## src/design/ptt_pkg.sv

```systemverilog
package ptt_pkg;

    localparam int TIME_W         = 64;
    localparam int PERIOD_W       = 57;
    localparam int KIND_W         = 3;
    localparam int INDEX_W        = 4;
    localparam int STATUS_W       = 2;
    localparam int NUM_TIMERS_DEF = 16;

    localparam logic [KIND_W-1:0] KIND_TICK    = 3'd0;
    localparam logic [KIND_W-1:0] KIND_ADD     = 3'd1;
    localparam logic [KIND_W-1:0] KIND_SET     = 3'd2;
    localparam logic [KIND_W-1:0] KIND_ENABLE  = 3'd3;
    localparam logic [KIND_W-1:0] KIND_DISABLE = 3'd4;

    localparam logic [STATUS_W-1:0] ST_FIRED  = 2'd0;
    localparam logic [STATUS_W-1:0] ST_DONE   = 2'd1;
    localparam logic [STATUS_W-1:0] ST_FULL   = 2'd2;
    localparam logic [STATUS_W-1:0] ST_BADIDX = 2'd3;

    typedef struct packed {
        logic [KIND_W-1:0]   kind;
        logic [TIME_W-1:0]   now;
        logic [INDEX_W-1:0]  timer_index;
        logic [PERIOD_W-1:0] interval;
        logic                start_enabled;
    } ptt_req_t;

    typedef struct packed {
        logic [STATUS_W-1:0] status;
        logic [INDEX_W-1:0]  timer_index_res;
        logic                last;
    } ptt_rsp_t;

    typedef struct packed {
        logic period;
        logic last_fire;
        logic active;
    } ptt_we_t;

endpackage

```

## src/design/ptt_alu.sv

```systemverilog
module ptt_alu (
    input  logic [ptt_pkg::TIME_W-1:0] a,
    input  logic [ptt_pkg::TIME_W-1:0] b,
    input  logic                       sub,
    output logic [ptt_pkg::TIME_W-1:0] y,
    output logic                       geq
);
    import ptt_pkg::*;

    logic [TIME_W-1:0] b_op;
    logic [TIME_W:0]   sum;

    // a - b as a + ~b + 1; carry out means a >= b
    assign b_op = sub ? ~b : b;
    assign sum  = {1'b0, a} + {1'b0, b_op} + {{TIME_W{1'b0}}, sub};
    assign y    = sum[TIME_W-1:0];
    assign geq  = sub & sum[TIME_W];

endmodule

```

## src/design/ptt_table.sv

```systemverilog
module ptt_table #(
    parameter int NUM_TIMERS = ptt_pkg::NUM_TIMERS_DEF
) (
    input  logic                                               clk,
    input  logic [((NUM_TIMERS > 1) ? $clog2(NUM_TIMERS) : 1)-1:0] rd_addr,
    input  logic [((NUM_TIMERS > 1) ? $clog2(NUM_TIMERS) : 1)-1:0] wr_addr,
    input  ptt_pkg::ptt_we_t                                   we,
    input  logic [ptt_pkg::PERIOD_W-1:0]                       wr_period,
    input  logic [ptt_pkg::TIME_W-1:0]                         wr_lf,
    input  logic                                               wr_active,
    output logic [ptt_pkg::PERIOD_W-1:0]                       rd_period,
    output logic [ptt_pkg::TIME_W-1:0]                         rd_lf,
    output logic                                               rd_active
);
    import ptt_pkg::*;

    logic [PERIOD_W-1:0] period_mem [NUM_TIMERS];
    logic [TIME_W-1:0]   lf_mem     [NUM_TIMERS];
    logic                active_mem [NUM_TIMERS];

    always_ff @(posedge clk)
    begin
        if (we.period)
        begin
            period_mem[wr_addr] <= wr_period;
        end
        if (we.last_fire)
        begin
            lf_mem[wr_addr] <= wr_lf;
        end
        if (we.active)
        begin
            active_mem[wr_addr] <= wr_active;
        end
        rd_period <= period_mem[rd_addr];
        rd_lf     <= lf_mem[rd_addr];
        rd_active <= active_mem[rd_addr];
    end

endmodule

```

## src/design/periodic_timer_table_core.sv

```systemverilog
// Periodic timer table. Requests add a timer (answered with its index or table full),
// change an entry's interval, enable it (restarting its period at req.now) or disable
// it; a bad index is answered with status 3. A tick request scans the allocated entries
// in index order and returns one "fired" response per due entry, the final one with
// last set; a tick with nothing due returns no response. One 64-bit add/compare unit
// is shared by all time arithmetic, so a tick handles one entry at a time and can also
// wait on output stalls. The block takes no new request until the current one has
// finished. Time wraps modulo 2^64.
module periodic_timer_table_core #(
    parameter int NUM_TIMERS = ptt_pkg::NUM_TIMERS_DEF
) (
    input  logic              clk,
    input  logic              rst_n,
    input  logic              req_valid,
    output logic              req_ready,
    input  ptt_pkg::ptt_req_t req,
    output logic              rsp_valid,
    input  logic              rsp_ready,
    output ptt_pkg::ptt_rsp_t rsp
);
    import ptt_pkg::*;

    localparam int IDX_W = (NUM_TIMERS > 1) ? $clog2(NUM_TIMERS) : 1;
    localparam int CNT_W = $clog2(NUM_TIMERS + 1);
    localparam int CMP_W = (CNT_W > INDEX_W) ? CNT_W : INDEX_W;

    localparam logic [3:0] S_IDLE  = 4'd0;
    localparam logic [3:0] S_DISP  = 4'd1;
    localparam logic [3:0] S_RD    = 4'd2;
    localparam logic [3:0] S_SUM   = 4'd3;
    localparam logic [3:0] S_DUE   = 4'd4;
    localparam logic [3:0] S_FIRE  = 4'd5;
    localparam logic [3:0] S_DIFF  = 4'd6;
    localparam logic [3:0] S_M1    = 4'd7;
    localparam logic [3:0] S_M2    = 4'd8;
    localparam logic [3:0] S_CMP   = 4'd9;
    localparam logic [3:0] S_NEXT  = 4'd10;
    localparam logic [3:0] S_FLUSH = 4'd11;

    logic [3:0]          state_reg, state_next;
    ptt_req_t            req_reg, req_next;
    logic [CNT_W-1:0]    used_reg, used_next;
    logic [CNT_W-1:0]    scan_reg, scan_next;
    logic [TIME_W-1:0]   lf_reg, lf_next;
    logic [TIME_W-1:0]   diff_reg, diff_next;
    logic [TIME_W-1:0]   acc_reg, acc_next;
    logic [PERIOD_W-1:0] per_reg, per_next;
    logic                act_reg, act_next;
    logic                pend_valid_reg, pend_valid_next;
    logic [STATUS_W-1:0] pend_status_reg, pend_status_next;
    logic [INDEX_W-1:0]  pend_index_reg, pend_index_next;
    logic                rsp_valid_reg, rsp_valid_next;
    ptt_rsp_t            rsp_reg, rsp_next;

    logic [TIME_W-1:0]   alu_a, alu_b, alu_y;
    logic                alu_sub, alu_geq;

    logic [IDX_W-1:0]    rd_addr, wr_addr;
    ptt_we_t             we;
    logic [PERIOD_W-1:0] wr_period, rd_period;
    logic [TIME_W-1:0]   wr_lf, rd_lf;
    logic                wr_active, rd_active;

    logic [CMP_W-1:0]    idx_ext, used_ext, scan_ext;
    logic [CNT_W-1:0]    scan_inc;
    logic                idx_ok, full, can_push;

    assign idx_ext  = CMP_W'(req_reg.timer_index);
    assign used_ext = CMP_W'(used_reg);
    assign scan_ext = CMP_W'(scan_reg);
    assign scan_inc = scan_reg + CNT_W'(1);
    assign idx_ok   = idx_ext < used_ext;
    assign full     = used_reg == CNT_W'(NUM_TIMERS);
    assign can_push = !rsp_valid_reg || rsp_ready;

    assign req_ready = state_reg == S_IDLE;
    assign rsp_valid = rsp_valid_reg;
    assign rsp       = rsp_reg;
    assign rd_addr   = scan_reg[IDX_W-1:0];

    ptt_alu u_alu (
        .a   (alu_a),
        .b   (alu_b),
        .sub (alu_sub),
        .y   (alu_y),
        .geq (alu_geq)
    );

    ptt_table #(
        .NUM_TIMERS (NUM_TIMERS)
    ) u_table (
        .clk       (clk),
        .rd_addr   (rd_addr),
        .wr_addr   (wr_addr),
        .we        (we),
        .wr_period (wr_period),
        .wr_lf     (wr_lf),
        .wr_active (wr_active),
        .rd_period (rd_period),
        .rd_lf     (rd_lf),
        .rd_active (rd_active)
    );

    // operand select for the shared unit
    always_comb
    begin
        alu_a   = req_reg.now;
        alu_b   = lf_reg;
        alu_sub = 1'b1;
        case (state_reg)
            S_SUM:
            begin
                alu_a   = rd_lf;
                alu_b   = {{(TIME_W-PERIOD_W){1'b0}}, rd_period};
                alu_sub = 1'b0;
            end
            S_M1:
            begin
                alu_a   = {1'b0, per_reg, 6'b0};
                alu_b   = {2'b0, per_reg, 5'b0};
                alu_sub = 1'b0;
            end
            S_M2:
            begin
                alu_a   = acc_reg;
                alu_b   = {5'b0, per_reg, 2'b0};
                alu_sub = 1'b0;
            end
            S_CMP:
            begin
                alu_a   = diff_reg;
                alu_b   = acc_reg;
                alu_sub = 1'b1;
            end
            default:
            begin
                alu_a   = req_reg.now;
                alu_b   = lf_reg;
                alu_sub = 1'b1;
            end
        endcase
    end

    always_comb
    begin
        state_next       = state_reg;
        req_next         = req_reg;
        used_next        = used_reg;
        scan_next        = scan_reg;
        lf_next          = lf_reg;
        diff_next        = diff_reg;
        acc_next         = acc_reg;
        per_next         = per_reg;
        act_next         = act_reg;
        pend_valid_next  = pend_valid_reg;
        pend_status_next = pend_status_reg;
        pend_index_next  = pend_index_reg;
        rsp_valid_next   = rsp_valid_reg && !rsp_ready;
        rsp_next         = rsp_reg;
        we               = '0;
        wr_addr          = scan_reg[IDX_W-1:0];
        wr_period        = req_reg.interval;
        wr_lf            = req_reg.now;
        wr_active        = req_reg.start_enabled;

        case (state_reg)
            S_IDLE:
            begin
                if (req_valid)
                begin
                    req_next   = req;
                    state_next = S_DISP;
                end
            end
            S_DISP:
            begin
                case (req_reg.kind)
                    KIND_TICK:
                    begin
                        scan_next       = '0;
                        pend_valid_next = 1'b0;
                        state_next      = (used_reg == '0) ? S_IDLE : S_RD;
                    end
                    KIND_ADD:
                    begin
                        pend_valid_next = 1'b1;
                        state_next      = S_FLUSH;
                        if (full)
                        begin
                            pend_status_next = ST_FULL;
                            pend_index_next  = '0;
                        end
                        else
                        begin
                            we               = '{period: 1'b1, last_fire: 1'b1, active: 1'b1};
                            wr_addr          = used_reg[IDX_W-1:0];
                            used_next        = used_reg + CNT_W'(1);
                            pend_status_next = ST_DONE;
                            pend_index_next  = used_ext[INDEX_W-1:0];
                        end
                    end
                    KIND_SET, KIND_ENABLE, KIND_DISABLE:
                    begin
                        pend_valid_next = 1'b1;
                        pend_index_next = req_reg.timer_index;
                        state_next      = S_FLUSH;
                        if (!idx_ok)
                        begin
                            pend_status_next = ST_BADIDX;
                        end
                        else
                        begin
                            pend_status_next = ST_DONE;
                            wr_addr          = idx_ext[IDX_W-1:0];
                            case (req_reg.kind)
                                KIND_SET:
                                begin
                                    we.period = 1'b1;
                                end
                                KIND_ENABLE:
                                begin
                                    we.active    = 1'b1;
                                    we.last_fire = 1'b1;
                                    wr_active    = 1'b1;
                                end
                                default:
                                begin
                                    we.active = 1'b1;
                                    wr_active = 1'b0;
                                end
                            endcase
                        end
                    end
                    default:
                    begin
                        pend_valid_next = 1'b0;
                        state_next      = S_IDLE;
                    end
                endcase
            end
            S_RD:
            begin
                state_next = S_SUM;
            end
            S_SUM:
            begin
                lf_next    = alu_y;
                per_next   = rd_period;
                act_next   = rd_active;
                state_next = S_DUE;
            end
            S_DUE:
            begin
                state_next = (act_reg && alu_geq) ? S_FIRE : S_NEXT;
            end
            S_FIRE:
            begin
                // the previous fire is known not to be the final one now
                if (!pend_valid_reg || can_push)
                begin
                    if (pend_valid_reg)
                    begin
                        rsp_valid_next = 1'b1;
                        rsp_next       = '{status: pend_status_reg,
                                           timer_index_res: pend_index_reg,
                                           last: 1'b0};
                    end
                    pend_valid_next  = 1'b1;
                    pend_status_next = ST_FIRED;
                    pend_index_next  = scan_ext[INDEX_W-1:0];
                    state_next       = S_DIFF;
                end
            end
            S_DIFF:
            begin
                diff_next  = alu_y;
                state_next = S_M1;
            end
            S_M1:
            begin
                acc_next   = alu_y;
                state_next = S_M2;
            end
            S_M2:
            begin
                // acc = period * 100 (mod 2^64)
                acc_next   = alu_y;
                state_next = S_CMP;
            end
            S_CMP:
            begin
                we.last_fire = 1'b1;
                wr_lf        = alu_geq ? req_reg.now : lf_reg;
                state_next   = S_NEXT;
            end
            S_NEXT:
            begin
                scan_next  = scan_inc;
                state_next = (scan_inc == used_reg) ? S_FLUSH : S_RD;
            end
            S_FLUSH:
            begin
                if (!pend_valid_reg)
                begin
                    state_next = S_IDLE;
                end
                else if (can_push)
                begin
                    rsp_valid_next  = 1'b1;
                    rsp_next        = '{status: pend_status_reg,
                                        timer_index_res: pend_index_reg,
                                        last: 1'b1};
                    pend_valid_next = 1'b0;
                    state_next      = S_IDLE;
                end
            end
            default:
            begin
                state_next = S_IDLE;
            end
        endcase
    end

    always_ff @(posedge clk or negedge rst_n)
    begin
        if (!rst_n)
        begin
            state_reg      <= S_IDLE;
            used_reg       <= '0;
            pend_valid_reg <= 1'b0;
            rsp_valid_reg  <= 1'b0;
        end
        else
        begin
            state_reg      <= state_next;
            used_reg       <= used_next;
            pend_valid_reg <= pend_valid_next;
            rsp_valid_reg  <= rsp_valid_next;
        end
    end

    always_ff @(posedge clk)
    begin
        req_reg         <= req_next;
        scan_reg        <= scan_next;
        lf_reg          <= lf_next;
        diff_reg        <= diff_next;
        acc_reg         <= acc_next;
        per_reg         <= per_next;
        act_reg         <= act_next;
        pend_status_reg <= pend_status_next;
        pend_index_reg  <= pend_index_next;
        rsp_reg         <= rsp_next;
    end

endmodule
```

## config.mk

```make
export PLATFORM = sky130hd
export DESIGN_NAME = periodic_timer_table_core
export DESIGN_NICKNAME = d
export VERILOG_FILES = /design/src/design/ptt_pkg.sv /design/src/design/ptt_alu.sv /design/src/design/ptt_table.sv /design/src/design/periodic_timer_table_core.sv
export SDC_FILE = /design/constraint.sdc
export NUM_CORES = 2
export LEC_CHECK = 0
export ABC_AREA = 0
export BUFFER_PORTS_ARGS = -buffer_cell sky130_fd_sc_hd__buf_2
export CORE_UTILIZATION = 50
export DETAILED_ROUTE_END_ITERATION = 10
export PLACE_DENSITY = 0.7
export SYNTH_ARGS = -nofsm -noshare
export SYNTH_HDL_FRONTEND = slang
export SYNTH_HIERARCHICAL = 1
export SYNTH_SLANG_ARGS = --single-unit
```

## constraint.sdc

```tcl
create_clock -name clk -period 20.4 [get_ports clk]
set_input_delay 2.04 -clock clk [delete_from_list [all_inputs] [get_ports clk]]
set_output_delay 2.04 -clock clk [all_outputs]
set_load 0.02 [all_outputs]
```

==> impl_table.tex <==
\begin{tabular}{lr}
\hline
Metric & Value \\
\hline
\multicolumn{2}{l}{\textbf{Synth}} \\
\quad Top-area cell type share of the netlist area & 0.726 \\
\quad Post-synth net total & 5,193 \\
\quad Portion of the post-synthesis area used by sequential elements & 0.754 \\
\quad Proportion of register bits with asynchronous set or reset after synthesis & 0.00443 \\
\quad Dominant cell type by area after synthesis & sky130\_fd\_sc\_hd\_\_edfxtp\_1 \\
\quad Number of cells produced by synthesis & 4,990 \\
\quad Flip-flop and latch count after synthesis & 2,482 \\
\quad Total number of yosys warnings & 6 \\
\quad Top post-synthesis cells by area & sky130\_fd\_sc\_hd\_\_edfxtp\_1 (73\%), sky130\_fd\_sc\_hd\_\_mux4\_2 (11\%), sky130\_fd\_sc\_hd\_\_a22oi\_1 (3.6\%) \\
\quad Mapped cell area & 97,200 um2 \\
\quad Number of enable flip-flop cells after synthesis & 2,349 \\
\quad Most common flop cell mapped by yosys & sky130\_fd\_sc\_hd\_\_edfxtp\_1 \\
\quad Most used standard cell by instance count after synthesis & sky130\_fd\_sc\_hd\_\_edfxtp\_1 \\
\quad Average cell area after synthesis & 19.5 um2 \\
\quad Number of distinct library cells after synthesis & 82 \\
\quad Commonest cells post-synth & sky130\_fd\_sc\_hd\_\_edfxtp\_1 (2,349), sky130\_fd\_sc\_hd\_\_mux4\_2 (488), sky130\_fd\_sc\_hd\_\_a22oi\_1 (466) \\
\multicolumn{2}{l}{\textbf{STA}} \\
\quad Setup TNS Final & 0 ps \\
\quad Number of pins with negative max-slew slack in the final report & 0 \\
\quad Post-route clock period utilization & 0.374 \\
\quad Post-Route Hold Slack & 417 ps \\
\quad Setup repair after global routing missed its margin & no \\
\quad Highest attainable clock frequency & 131 MHz \\
\quad Final setup margin & 12,770 ps \\
\quad Number of setup violations in the final report & 0 \\
\quad Slew headroom & 0.200 \\
\quad Number of hold violations in the final report & 0 \\
\quad Final worst path period need & 7630 ps \\
\quad Worst-margin pin slew & 1200 ps \\
\quad Worst clock skew on the final layout & 87.1 ps \\
\multicolumn{2}{l}{\textbf{Placed design}} \\
\quad Final weighted congestion of routability-driven global placement & 0.935 \\
\quad Worst-case setup slack after placement & 12,850 ps \\
\quad Dpl cell area & 101,000 um2 \\
\quad DPL Wire Length & 130 mm \\
\quad Port Buffer Count & 141 \\
\multicolumn{2}{l}{\textbf{Pwr}} \\
\quad Maximum ir drop on the vdd rail & 0.226 mV \\
\quad Pleak & 0.0345 uW \\
\quad Switching share of power & 0.349 \\
\quad Power per standard cell area & 164 nW/um2 \\
\quad Clock share of power & 0.245 \\
\quad Design internal power & 11,600 uW \\
\quad P\_sw & 6220 uW \\
\quad Gate power share & 0.334 \\
\quad Part of the power in registers & 0.421 \\
\multicolumn{2}{l}{\textbf{Clocking}} \\
\quad H-Tree Level Count & 4 \\
\quad Number of buffers inserted to repair setup after CTS & 0 \\
\quad Clock sink count & 2,482 \\
\quad Cts-stage hold buffer count & 0 \\
\quad TritonCTS Buffers & 236 \\
\quad CTS root buffer & sky130\_fd\_sc\_hd\_\_clkbuf\_16 \\
\quad Post-cts resize count & 0 \\
\quad Clock edge transition at the registers on the reported setup and hold paths & 60 ps \\
\quad Largest buffer count on any clock path & 3 \\
\quad Insertion delay of the later-clocked pin in the worst-skew pair & 890 ps \\
\quad TritonCTS clock tree & done \\
\multicolumn{2}{l}{\textbf{Drt}} \\
\quad Number of DRC markers in iteration 0 & 6,496 \\
\quad Post-route DRC & 0 \\
\quad Total via count in the routed design & 50,000 \\
\quad 1st-pass router iterations & 9 \\
\quad Ratio of routed vias to standard cells & 6.32 \\
\quad Post-route ant nets & 0 \\
\quad Average wire per cell in the routed design & 29.4 um \\
\quad Post-detailed-routing wire length & 233 mm \\
\multicolumn{2}{l}{\textbf{Finish}} \\
\quad Fraction of final layout cells sized beyond drive strength 1 & 0.223 \\
\quad Fillers & 14,000 \\
\quad Growth of design area from synthesis to finish & 11.9\% \\
\quad Summed area of non-filler cells in the final layout & 109,000 um2 \\
\quad Fin nets & 5,372 \\
\quad Number of flip-flops under the largest register name & 1,024 \\
\multicolumn{2}{l}{\textbf{Global routing}} \\
\quad Number of antenna violations at the first check in global routing & 10 \\
\quad Aggregate global-route resource usage & 0.235 \\
\quad Number of global-route vias before repair & 49,600 \\
\quad Wire length of the first global-routing pass & 337 mm \\
\quad Largest net degree at the start of global routing & 229 \\
\quad GRT overflow & 0 \\
\multicolumn{2}{l}{\textbf{Floorplanning}} \\
\quad Number of rows in the core area & 161 \\
\quad Core Box Area & 193,000 um2 \\
\quad Number of ports placed on the die boundary & 142 \\
\quad Die outline width & 443 um \\
\quad Initial core utilization & 0.504 \\
\quad Vertical extent of the die & 443 um \\
\quad Area enclosed by the die boundary & 196,000 um2 \\
\multicolumn{2}{l}{\textbf{Flow run}} \\
\quad Number of max-cap violations & 0 \\
\multicolumn{2}{l}{\textbf{Worst setup path}} \\
\quad Endpoint type of the worst setup path & flop \\
\quad Critical-path cell with the highest stage delay & sky130\_fd\_sc\_hd\_\_dfrtp\_1 \\
\quad Stage delay of the slowest cell on the critical path & 750 ps \\
\quad Worst Setup Start Kind & flop \\
\quad Worst EP required & 20,910 ps \\
\quad Highest fanout seen on the critical path & 62 \\
\quad Setup CP Type & flop to flop \\
\quad Worst EP arrival & 8140 ps \\
\quad Sum of buffers and inverters on the critical path & 3 \\
\quad List of cells traversed by the critical path & nand2b\_1 -> nor2\_4 -> buf\_4 -> or2\_4 -> nor2\_4 -> buf\_4 -> xor2\_1 -> ha\_1 -> and3\_1 -> a221oi\_1 -> or3\_4 -> a311oi\_4 -> a21oi\_2 -> o31ai\_4 -> o31ai\_2 -> o31ai\_2 -> o21ba\_2 -> nor2\_4 -> buf\_4 -> mux2\_1 \\
\quad Worst path top cell family by delay & compound AO/OA/AOI/OAI gates \\
\multicolumn{2}{l}{\textbf{Status}} \\
\quad Run status & finished, final reports clean \\
\multicolumn{2}{l}{\textbf{Worst hold path}} \\
\quad Class of the worst hold path & flop to flop \\
\hline
\end{tabular}
## worst paths after layout
check | start | to | slack, ps | cells past startpoint
worst max-delay path | state_reg[3] | u_table/lf_mem[5][13] | 12770 | 20
worst min-delay path | pend_status_reg[1] | rsp[6] | 420 | 0
worst max register to register | state_reg[3] | u_table/lf_mem[5][13] | 12770 | 20
worst min register to register | pend_status_reg[1] | rsp[6] | 420 | 0
max in group asynchronous | rst_n | state_reg[0] | 19050 | 1
min in group asynchronous | rst_n | state_reg[1] | 1080 | 1
## power groups by stage
| stage | Clock [uW] | Sequential, uW | Combinational, uW |
|---|---|---|---|
| finish | 4380 | 7500 | 5960 |
| global route | 4630 | 7530 | 6470 |
| global placement | 0 | 7590 | 5770 |
| detailed placement | 0 | 7590 | 5860 |
| floorplan | 0 | 7350 | 4300 |
| CTS | 4440 | 7490 | 5890 |
## layout make-up
class                   instances  area [um2]  area share
multi-input cells            2185       22800       0.209
inverters                      31         116     0.00107
repair buffers                233        1510      0.0139
diodes                          6        15.0    0.000138
clock buffers                 332        6520      0.0600
clock inverters               118        1380      0.0127
well taps                    2526        3160      0.0291
flip-flops and latches       2482       73300       0.674
## stage by stage
stage	total power [uW]	cells	util
floorplan	11700	4990	-
global placement	13400	7457	0.523
detailed placement	13500	7457	0.523
CTS	17800	7907	0.564
global route	18600	7907	0.564
finish	17800	7913	0.564
## layer usage
metal,wire (um),up-vias,track usage
li1,-,21000,-
met1,91200,26200,0.328
met2,115000,2456,0.388
met3,20600,327,0.0388
met4,5600,0,0.0612
met5,0,-,0
## logic make-up after synthesis
logic type	after synthesis	synth area share
buf+inv	323	0.0152
xor+xnor	140	0.0126
fa+ha+maj	70	0.00909
simple gates	560	0.0251
compound gates	861	0.0633
flops	2482	0.754
mux	554	0.121
## cell usage in the layout (no fill, tap or decap), drive strengths merged, types with 10 or more instances in the layout
cell type and count:
mux4 488, o21a 12, dfrtp 11, edfxtp 2349, buf 233, xnor2 47
o21bai 11, a222oi 18, clkbuf 332, a22oi 466, clkinv 79, nand3 19
nand4 18, nor2 228, inv 42, o21ai 57, nand2 206, clkinvlp 10
mux2 66, bufinv 18, xor2 93, ha 69, a31oi 114, a21o 32
dfxtp 122, nor3 16, nor2b 12, and2 11, a21oi 81
No activity file was read; power rests on OpenSTA's default activity.
